[src/rtl/sirt_pkg.sv]
// ----------------------------------------------------------------------------
// Signed integer to radix text: shared package
// Widths, character codes, the configuration and job types, and the
// reciprocal table used by the digit divider.
// ----------------------------------------------------------------------------
package sirt_pkg;

	localparam int NUMBER_WIDTH = 32;
	localparam int MAX_RADIX    = 16;
	localparam int RADIX_W      = 5;
	localparam int CHAR_W       = 8;
	localparam int DIGIT_W      = 4;
	localparam int TABLE_W      = MAX_RADIX * CHAR_W;
	localparam int CNT_W        = $clog2(NUMBER_WIDTH + 1);
	localparam int SP_W         = $clog2(NUMBER_WIDTH);
	localparam int REM_W        = $clog2(2 * MAX_RADIX);
	localparam int QUEUE_DEPTH  = 2;

	localparam logic [CHAR_W-1:0] CH_MINUS = 8'h2D;
	localparam logic [CHAR_W-1:0] CH_PLUS  = 8'h2B;

	typedef struct packed {
		logic [RADIX_W-1:0] radix_length;
		logic [TABLE_W-1:0] digit_chars;
	} cfg_t;

	typedef struct packed {
		logic                    neg;
		logic [NUMBER_WIDTH-1:0] mag;
	} job_t;

	// Floor of 2^32 divided by the radix.
	function automatic logic [NUMBER_WIDTH-1:0] recip(input logic [RADIX_W-1:0] d);
		logic [NUMBER_WIDTH-1:0] r;
		case (d)
			5'd2:    r = 32'h8000_0000;
			5'd3:    r = 32'h5555_5555;
			5'd4:    r = 32'h4000_0000;
			5'd5:    r = 32'h3333_3333;
			5'd6:    r = 32'h2AAA_AAAA;
			5'd7:    r = 32'h2492_4924;
			5'd8:    r = 32'h2000_0000;
			5'd9:    r = 32'h1C71_C71C;
			5'd10:   r = 32'h1999_9999;
			5'd11:   r = 32'h1745_D174;
			5'd12:   r = 32'h1555_5555;
			5'd13:   r = 32'h13B1_3B13;
			5'd14:   r = 32'h1249_2492;
			5'd15:   r = 32'h1111_1111;
			5'd16:   r = 32'h1000_0000;
			default: r = '0;
		endcase
		return r;
	endfunction

endpackage

[src/rtl/sirt_front.sv]
// ----------------------------------------------------------------------------
// Signed integer to radix text: front end
// Registers an incoming number, checks the radix and digit alphabet, forms the sign and
// magnitude, and hands good jobs to the queue. Jobs with a bad alphabet or radix drop.
// ----------------------------------------------------------------------------
module sirt_front
	import sirt_pkg::*;
(
	input  logic                    clk,
	input  logic                    arst_n,
	input  cfg_t                    cfg,
	input  logic                    number_valid,
	output logic                    number_ready,
	input  logic [NUMBER_WIDTH-1:0] number,
	output logic                    job_valid,
	input  logic                    job_ready,
	output job_t                    job
);

	logic                    valid_s1;
	logic [NUMBER_WIDTH-1:0] number_s1;
	logic                    alpha_ok;
	logic                    bad;
	logic                    consume;
	logic [CHAR_W-1:0]       bi;

	always_comb begin
		bad = (cfg.radix_length < RADIX_W'(2)) || (cfg.radix_length > RADIX_W'(MAX_RADIX));
		bi = '0;
		for (int i = 0; i < MAX_RADIX; i++) begin
			bi = cfg.digit_chars[i*CHAR_W +: CHAR_W];
			if ((RADIX_W'(i) < cfg.radix_length) && ((bi == CH_PLUS) || (bi == CH_MINUS))) begin
				bad = 1'b1;
			end
			for (int j = i + 1; j < MAX_RADIX; j++) begin
				if ((RADIX_W'(j) < cfg.radix_length) &&
				    (bi == cfg.digit_chars[j*CHAR_W +: CHAR_W])) begin
					bad = 1'b1;
				end
			end
		end
		alpha_ok = !bad;
	end

	assign job.neg      = number_s1[NUMBER_WIDTH-1];
	assign job.mag      = number_s1[NUMBER_WIDTH-1] ? (~number_s1 + NUMBER_WIDTH'(1)) : number_s1;
	assign job_valid    = valid_s1 && alpha_ok;
	assign consume      = valid_s1 && (!alpha_ok || job_ready);
	assign number_ready = !valid_s1 || consume;

	always_ff @(posedge clk or negedge arst_n) begin
		if (!arst_n) begin
			valid_s1  <= 1'b0;
			number_s1 <= '0;
		end else begin
			if (number_ready) begin
				valid_s1 <= number_valid;
				if (number_valid) begin
					number_s1 <= number;
				end
			end
		end
	end

endmodule

[src/rtl/sirt_queue.sv]
// ----------------------------------------------------------------------------
// Signed integer to radix text: job queue
// A short first-in first-out queue between the front end and the converter.
// ----------------------------------------------------------------------------
module sirt_queue
	import sirt_pkg::*;
(
	input  logic clk,
	input  logic arst_n,
	input  logic push_valid,
	output logic push_ready,
	input  job_t push_job,
	output logic pop_valid,
	input  logic pop_ready,
	output job_t pop_job
);

	localparam int PTR_W = (QUEUE_DEPTH > 1) ? $clog2(QUEUE_DEPTH) : 1;
	localparam int QC_W  = $clog2(QUEUE_DEPTH + 1);

	job_t             entry_q [QUEUE_DEPTH];
	logic [PTR_W-1:0] wr_ptr_q;
	logic [PTR_W-1:0] rd_ptr_q;
	logic [QC_W-1:0]  count_q;
	logic             do_push;
	logic             do_pop;

	assign push_ready = (count_q != QC_W'(QUEUE_DEPTH));
	assign pop_valid  = (count_q != '0);
	assign pop_job    = entry_q[rd_ptr_q];
	assign do_push    = push_valid && push_ready;
	assign do_pop     = pop_valid && pop_ready;

	always_ff @(posedge clk) begin
		if (do_push) begin
			entry_q[wr_ptr_q] <= push_job;
		end
	end

	always_ff @(posedge clk or negedge arst_n) begin
		if (!arst_n) begin
			wr_ptr_q <= '0;
			rd_ptr_q <= '0;
			count_q  <= '0;
		end else begin
			if (do_push) begin
				wr_ptr_q <= (wr_ptr_q == PTR_W'(QUEUE_DEPTH - 1)) ? '0 : wr_ptr_q + PTR_W'(1);
			end
			if (do_pop) begin
				rd_ptr_q <= (rd_ptr_q == PTR_W'(QUEUE_DEPTH - 1)) ? '0 : rd_ptr_q + PTR_W'(1);
			end
			if (do_push && !do_pop) begin
				count_q <= count_q + QC_W'(1);
			end else if (do_pop && !do_push) begin
				count_q <= count_q - QC_W'(1);
			end
		end
	end

endmodule

[src/rtl/sirt_back.sv]
// ----------------------------------------------------------------------------
// Signed integer to radix text: converter
// Divides the magnitude by the radix, one digit at a time, through a reciprocal
// multiply and a correction step, pushes the digits on a stack, then pops them
// out as characters behind an output register, led by a minus sign if negative.
// ----------------------------------------------------------------------------
module sirt_back
	import sirt_pkg::*;
(
	input  logic              clk,
	input  logic              arst_n,
	input  cfg_t              cfg,
	input  logic              job_valid,
	output logic              job_ready,
	input  job_t              job,
	output logic              char_valid,
	input  logic              char_ready,
	output logic [CHAR_W-1:0] character,
	output logic              last
);

	typedef enum logic [2:0] {
		ST_IDLE,
		ST_MUL,
		ST_CORR,
		ST_POP,
		ST_SIGN,
		ST_SHOW
	} state_t;

	state_t                    st_q;
	logic [NUMBER_WIDTH-1:0]   m_q;
	logic [NUMBER_WIDTH-1:0]   qest_s1;
	logic                      neg_q;
	logic [CNT_W-1:0]          cnt_q;
	logic                      char_valid_q;
	logic [CHAR_W-1:0]         char_q;
	logic                      last_q;

	logic [DIGIT_W-1:0]        stack [NUMBER_WIDTH];
	logic [DIGIT_W-1:0]        rd_q;
	logic                      rd_en;
	logic [SP_W-1:0]           rd_addr;
	logic                      wr_en;

	logic [2*NUMBER_WIDTH-1:0] prod;
	logic [NUMBER_WIDTH-1:0]   qd;
	logic [NUMBER_WIDTH-1:0]   rem_full;
	logic [REM_W-1:0]          rem;
	logic                      fix;
	logic [DIGIT_W-1:0]        digit;
	logic [NUMBER_WIDTH-1:0]   q_next;
	logic [CNT_W-1:0]          cnt_m1;
	logic [CNT_W-1:0]          cnt_m2;
	logic                      out_free;
	logic                      emit_word;

	assign prod     = (2*NUMBER_WIDTH)'(m_q) * (2*NUMBER_WIDTH)'(recip(cfg.radix_length));
	assign qd       = qest_s1 * NUMBER_WIDTH'(cfg.radix_length);
	assign rem_full = m_q - qd;
	assign rem      = rem_full[REM_W-1:0];
	assign fix      = (rem >= REM_W'(cfg.radix_length));
	assign digit    = fix ? DIGIT_W'(rem - REM_W'(cfg.radix_length)) : DIGIT_W'(rem);
	assign q_next   = qest_s1 + NUMBER_WIDTH'(fix);
	assign cnt_m1   = cnt_q - CNT_W'(1);
	assign cnt_m2   = cnt_q - CNT_W'(2);
	assign out_free = !char_valid_q || char_ready;
	assign emit_word = ((st_q == ST_SIGN) || (st_q == ST_SHOW)) && out_free;

	assign job_ready  = (st_q == ST_IDLE);
	assign char_valid = char_valid_q;
	assign character  = char_q;
	assign last       = last_q;

	always_comb begin
		rd_en   = 1'b0;
		rd_addr = '0;
		wr_en   = 1'b0;
		case (st_q)
			ST_CORR: begin
				wr_en = (cnt_q < CNT_W'(NUMBER_WIDTH));
			end
			ST_POP: begin
				rd_en   = 1'b1;
				rd_addr = cnt_m1[SP_W-1:0];
			end
			ST_SHOW: begin
				rd_en   = out_free && (cnt_q != CNT_W'(1));
				rd_addr = cnt_m2[SP_W-1:0];
			end
			default: begin
				rd_en = 1'b0;
			end
		endcase
	end

	always_ff @(posedge clk) begin
		if (wr_en) begin
			stack[cnt_q[SP_W-1:0]] <= digit;
		end
		if (rd_en) begin
			rd_q <= stack[rd_addr];
		end
	end

	always_ff @(posedge clk or negedge arst_n) begin
		if (!arst_n) begin
			st_q         <= ST_IDLE;
			m_q          <= '0;
			qest_s1      <= '0;
			neg_q        <= 1'b0;
			cnt_q        <= '0;
			char_valid_q <= 1'b0;
			char_q       <= '0;
			last_q       <= 1'b0;
		end else begin
			if (emit_word) begin
				char_valid_q <= 1'b1;
			end else if (char_ready) begin
				char_valid_q <= 1'b0;
			end
			case (st_q)
				ST_IDLE: begin
					if (job_valid) begin
						m_q   <= job.mag;
						neg_q <= job.neg;
						cnt_q <= '0;
						st_q  <= ST_MUL;
					end
				end
				ST_MUL: begin
					qest_s1 <= prod[2*NUMBER_WIDTH-1:NUMBER_WIDTH];
					st_q    <= ST_CORR;
				end
				ST_CORR: begin
					m_q <= q_next;
					if (cnt_q < CNT_W'(NUMBER_WIDTH)) begin
						cnt_q <= cnt_q + CNT_W'(1);
					end
					st_q <= (q_next == '0) ? ST_POP : ST_MUL;
				end
				ST_POP: begin
					st_q <= neg_q ? ST_SIGN : ST_SHOW;
				end
				ST_SIGN: begin
					if (out_free) begin
						char_q <= CH_MINUS;
						last_q <= 1'b0;
						st_q   <= ST_SHOW;
					end
				end
				ST_SHOW: begin
					if (out_free) begin
						char_q <= cfg.digit_chars[int'(rd_q)*CHAR_W +: CHAR_W];
						last_q <= (cnt_q == CNT_W'(1));
						cnt_q  <= cnt_m1;
						if (cnt_q == CNT_W'(1)) begin
							st_q <= ST_IDLE;
						end
					end
				end
				default: begin
					st_q <= ST_IDLE;
				end
			endcase
		end
	end

`ifndef NO_ASSERTIONS
	// Division only runs with a radix that passed the alphabet check.
	a_radix_range: assert property (@(posedge clk) disable iff (!arst_n)
		(st_q == ST_CORR) |-> ((cfg.radix_length >= RADIX_W'(2)) &&
		                       (cfg.radix_length <= RADIX_W'(MAX_RADIX))))
		else $error("division with an invalid radix");

	// The digit stack never overflows.
	a_stack_room: assert property (@(posedge clk) disable iff (!arst_n)
		(st_q == ST_CORR) |-> (cnt_q < CNT_W'(NUMBER_WIDTH)))
		else $error("digit stack overflow");

	// Every popped digit was pushed first.
	a_pop_nonempty: assert property (@(posedge clk) disable iff (!arst_n)
		((st_q == ST_POP) || (st_q == ST_SIGN) || (st_q == ST_SHOW)) |-> (cnt_q != '0))
		else $error("pop from an empty digit stack");

	// The final digit goes out flagged as last; only then does the converter return to idle for the next job.
	a_last_before_next: assert property (@(posedge clk) disable iff (!arst_n)
		((st_q == ST_SHOW) && out_free && (cnt_q == CNT_W'(1))) |=> (char_valid_q && last_q))
		else $error("final digit not flagged as last");
`endif

endmodule

[src/rtl/signed_integer_to_radix_text.sv]
// Flow: the converter takes a job, divides out each digit in its reciprocal divider,
// reads the stack, then emits each character; it takes no new job until the last one is in its output register.
// Reset: arst_n clears the registers, queue and converter; the digit stack needs no clearing.
// ----------------------------------------------------------------------------
// Signed integer to radix text: top level
// Holds the configuration registers and connects the front end, the job
// queue and the converter.
// ----------------------------------------------------------------------------
module signed_integer_to_radix_text
	import sirt_pkg::*;
(
	input  logic                    clk,
	input  logic                    arst_n,
	input  logic                    psel,
	input  logic                    penable,
	input  logic                    pwrite,
	input  logic [4:0]              paddr,
	input  logic [63:0]             pwdata,
	output logic [63:0]             prdata,
	output logic                    pready,
	input  logic                    number_valid,
	output logic                    number_ready,
	input  logic [NUMBER_WIDTH-1:0] number,
	output logic                    char_valid,
	input  logic                    char_ready,
	output logic [CHAR_W-1:0]       character,
	output logic                    last
);

	localparam logic [1:0] REG_RADIX_LENGTH = 2'd0;
	localparam logic [1:0] REG_CHARS_LOW    = 2'd1;
	localparam logic [1:0] REG_CHARS_HIGH   = 2'd2;

	logic [RADIX_W-1:0] radix_q;
	logic [63:0]        chars_low_q;
	logic [63:0]        chars_high_q;
	logic               cfg_wr;
	cfg_t               cfg;
	logic               q_push_valid;
	logic               q_push_ready;
	job_t               q_push_job;
	logic               q_pop_valid;
	logic               q_pop_ready;
	job_t               q_pop_job;

	assign pready = 1'b1;
	assign cfg_wr = psel && penable && pwrite && pready;

	always_ff @(posedge clk or negedge arst_n) begin
		if (!arst_n) begin
			radix_q      <= '0;
			chars_low_q  <= '0;
			chars_high_q <= '0;
		end else if (cfg_wr) begin
			case (paddr[4:3])
				REG_RADIX_LENGTH: radix_q      <= pwdata[RADIX_W-1:0];
				REG_CHARS_LOW:    chars_low_q  <= pwdata;
				REG_CHARS_HIGH:   chars_high_q <= pwdata;
				default: begin
					radix_q <= radix_q;
				end
			endcase
		end
	end

	always_comb begin
		case (paddr[4:3])
			REG_RADIX_LENGTH: prdata = 64'(radix_q);
			REG_CHARS_LOW:    prdata = chars_low_q;
			REG_CHARS_HIGH:   prdata = chars_high_q;
			default:          prdata = '0;
		endcase
	end

	assign cfg.radix_length = radix_q;
	assign cfg.digit_chars  = {chars_high_q, chars_low_q};

	sirt_front u_front (
		.clk          (clk),
		.arst_n       (arst_n),
		.cfg          (cfg),
		.number_valid (number_valid),
		.number_ready (number_ready),
		.number       (number),
		.job_valid    (q_push_valid),
		.job_ready    (q_push_ready),
		.job          (q_push_job)
	);

	sirt_queue u_queue (
		.clk        (clk),
		.arst_n     (arst_n),
		.push_valid (q_push_valid),
		.push_ready (q_push_ready),
		.push_job   (q_push_job),
		.pop_valid  (q_pop_valid),
		.pop_ready  (q_pop_ready),
		.pop_job    (q_pop_job)
	);

	sirt_back u_back (
		.clk        (clk),
		.arst_n     (arst_n),
		.cfg        (cfg),
		.job_valid  (q_pop_valid),
		.job_ready  (q_pop_ready),
		.job        (q_pop_job),
		.char_valid (char_valid),
		.char_ready (char_ready),
		.character  (character),
		.last       (last)
	);

endmodule

[config.mk]
export PLATFORM = sky130hd
export DESIGN_NAME = signed_integer_to_radix_text
export DESIGN_NICKNAME = d
export VERILOG_FILES = /design/src/rtl/sirt_pkg.sv /design/src/rtl/sirt_front.sv /design/src/rtl/sirt_queue.sv /design/src/rtl/sirt_back.sv /design/src/rtl/signed_integer_to_radix_text.sv
export SDC_FILE = /design/constraint.sdc
export NUM_CORES = 2
export LEC_CHECK = 0
export BUFFER_PORTS_ARGS = -buffer_cell sky130_fd_sc_hd__buf_2
export CAP_MARGIN = 20
export CORE_MARGIN = 8
export CORE_UTILIZATION = 51
export CTS_CLUSTER_SIZE = 12
export DETAILED_ROUTE_END_ITERATION = 10
export PLACE_DENSITY = 0.67
export SYNTH_ARGS = -nofsm -noshare
export SYNTH_HDL_FRONTEND = slang
export SYNTH_SLANG_ARGS = --single-unit
[constraint.sdc]
create_clock -name clk -period 19.9 [get_ports clk]
set_clock_uncertainty 0.2 [all_clocks]
set_input_delay 3.98 -clock clk [delete_from_list [all_inputs] [get_ports clk]]
set_output_delay 3.98 -clock clk [all_outputs]
set_load 0.005 [all_outputs]
==> results.tsv <==
stage	metric	value	unit
run_status	outcome	finished, final reports clean	
floorplan	die-width	375.0	um
drt	drc	0	
sta	layout_setup_ws	8113	ps
grt	grt_pass1_vias	53810	
sta	post-route-period-util	0.5923	
clock_tree	cts_tree	yes	
min_path	hold_class	flop to flop	
sta	max_slew_margin	0.2460	
clock_tree	clockBufferDepth	3	
drt	via_count	51761	
floorplan	start_util	0.5149	
worst_setup_path	cp-endpoint	u_back.qest_s1[30]	
worst_setup_path	cp-startpoint	radix_q[0]	
sta	max_freq	84.84	MHz
logic_synthesis	ys_top_cells_by_area	fa_1, dfrtp_1, xnor2_1, edfxtp_1, inv_1	
logic_synthesis	yosys_most_used_dff	dfrtp_1	
worst_setup_path	max_stage_delay	850	ps
logic_synthesis	syn-num-nets	8152	
worst_setup_path	path_class	flop to flop	
drt	drtAntennaViolNets	0	
drt	wl_per_cell	26.47	um
min_path	hp-start	chars_high_q[6]	
worst_setup_path	timing.rr.end	u_back.qest_s1[30]	
sta	fin_tns_setup	0	ps
worst_setup_path	cp-start-kind	flop	
drt	routed_wl	224300	um
logic_synthesis	yosysMostFrequentCell	inv_1	
logic_synthesis	synth-edff-count	198	
worst_setup_path	slowest_stage	dfrtp_1	
worst_setup_path	cpMostUsedCell	fa_1	
clock_tree	root_buffer	clkbuf_16	
clock_tree	cts_made_buffers	45	
drt	drtIter0Drc	6172	
worst_setup_path	crit_arrival	12060	ps
logic_synthesis	ys_seq_elements	452	
logic_synthesis	synthArstFlopShare	0.5619	
floorplan	rows	131	
grt	grt_use_total	0.3158	
worst_setup_path	critPathRequiredTime	20170	ps
logic_synthesis	ys_seq_area_frac	0.1871	
worst_setup_path	rrSetupSlack	8110	ps
layout	drive_gt1_frac	0.1064	
layout	syn_to_final_growth	5.902	%
drt	viasPerCell	6.108	
clock_tree	clock_latency	650	ps
logic_synthesis	synth_warnings	0	
placement	port_buffers	179	
clock_tree	cts_max_level	2	
grt	overflow	0	
floorplan	die_area	0.1407	mm^2
sta	finalHoldViolCount	0	
sta	tightest_slew	1131	ps
worst_setup_path	reg2regPathDepth	31	
worst_setup_path	cp_max_fo	32	
sta	setup_viol	0	
clock_tree	path_clk_slew	70	ps
clock_tree	cts_hold_buf	0	
logic_synthesis	synthCells	6856	
sta	fin_crit	11790	ps
floorplan	placeableCoreArea	0.1277	mm^2
placement	dp_slack	8405	ps
grt	grt_max_degree	160	
logic_synthesis	ys_types	83	
run	maxCapViolCount	0	
sta	maxSlewViolCount	0	
logic_synthesis	netlist_area	0.06574	mm^2
logic_synthesis	synth_commonest_cells	inv_1, fa_1, nand2_1	
sta	rsz0062_at_grt	false	
drt	first_pass_iters	6	
placement	dp_hpwl	157100	um
worst_setup_path	critPathCaptureType	flop	
floorplan	ioPinCount	184	
worst_setup_path	reg2reg_from	radix_q[0]	
logic_synthesis	synth_area_per_cell	9.589	um^2
placement	gp_congestion	1.046	
clock_tree	clock_sinks	452	
layout	num-nets-final	8071	
grt	grt_antenna_before_repair	11	
grt	grt_first_pass_wirelength	338300	um
clock_tree	cts_setup_buffers	0	
logic_synthesis	synth_top_cell_by_area	fa_1	
floorplan	die_h	375.0	um
logic_synthesis	synth_top_area_share	0.2737	
clock_tree	post_cts_resized	0	
layout	fillers	11260	
## registers in the layout, summed over array words and instances, names as in the netlist, 2 cells and up
signal / flops
u_queue.count_q: 2
u_back.st_q: 3
u_back.character: 8
chars_low_q: 64
chars_high_q: 64
u_back.cnt_q: 6
u_back.stack: 128
u_back.qest_s1: 32
u_queue.entry_q: 66
u_front.number_s1: 32
radix_q: 5
u_back.rd_q: 4
u_back.m_q: 32
## worst min path at each step
stage / endpoint / cells after the start
4_1_cts: u_queue.wr_ptr_q / 1
5_1_grt: chars_high_q[29] / 1
2_1_floorplan: u_queue.wr_ptr_q / 1
6_report: chars_high_q[6] / 1
3_5_place_dp: chars_high_q[6] / 1
3_3_place_gp: chars_low_q[15] / 1
## cells in the final DEF, fill, tap and decap left out, drive strengths merged, types with 53 or more instances in the layout
master and instances:
a211oi 56, a21oi 111, a22o 65, a31oi 54, and2 252, buf 392
clkbuf 77, dfrtp 254, edfxtp 198, fa 899, ha 289, inv 1028
mux2 168, mux2i 53, nand2 719, nand3 60, nand4 198, nor2 140
nor3 61, nor4 114, o21ai 138, xnor2 715, xor2 377
## final cells by class
cell class | instances | area (um^2) | area share
sequential | 452 | 12300 | 0.1767
clock buffer | 74 | 1275 | 0.01831
timing repair buffer | 395 | 2540 | 0.03648
inverter | 1030 | 3866 | 0.05553
tap | 1662 | 2079 | 0.02987
antenna | 6 | 15.01 | 0.0002156
multi-input combinational | 4851 | 47460 | 0.6816
clock inverter | 4 | 85.08 | 0.001222
## routing by layer
| layer | part of all wire | wire [um] | global-route usage | up-vias |
|---|---|---|---|---|
| met2 | 0.43 | 95360 | 0.4702 | 3468 |
| met3 | 0.13 | 29990 | 0.1084 | 974 |
| met4 | 0.067 | 15140 | 0.1645 | 8 |
| met1 | 0.37 | 83800 | 0.4072 | 25600 |
| li1 | - | - | - | 21711 |
| met5 | 0.00026 | 59 | 0 | - |
## logic make-up (layout without fill, tap and decap cells)
family                   count (synthesis)  count (layout)  share of synthesized area
flip-flops                             452             452                     0.1871
adder cells (fa/ha/maj)               1188            1188                     0.3287
XOR/XNOR                              1092            1092                     0.1455
buffers and inverters                 1553            1503                    0.09499
AND/OR/NAND/NOR                       1677            1677                     0.1260
multiplexers                           261             261                    0.05226
AO/OA/AOI/OAI                          632             632                    0.06532
other                                    1               7                 0.00005704
## critical path, delay by kind of cell (launching register included)
family | cells | cell delay (ps)
buf+inv | 7 | 1190
simple gates | 9 | 2450
fa+ha+maj | 10 | 5020
flops | 1 | 850
compound gates | 5 | 1870
## metrics by stage
stage                       util  cell area (um^2)  hold slack [ps]  cells
after CTS                 0.5447             69550            310.5   8462
after global placement    0.5341             68190            290.9   8384
after global routing      0.5452             69610            325.3   8468
after floorplan                -             65740            255.2   6856
final                     0.5453             69620            306.8   8474
after detailed placement  0.5341             68190            297.2   8384
Power is not shown: default switching activity piles up to over one toggle a cycle in this logic, so the estimate is an artifact.
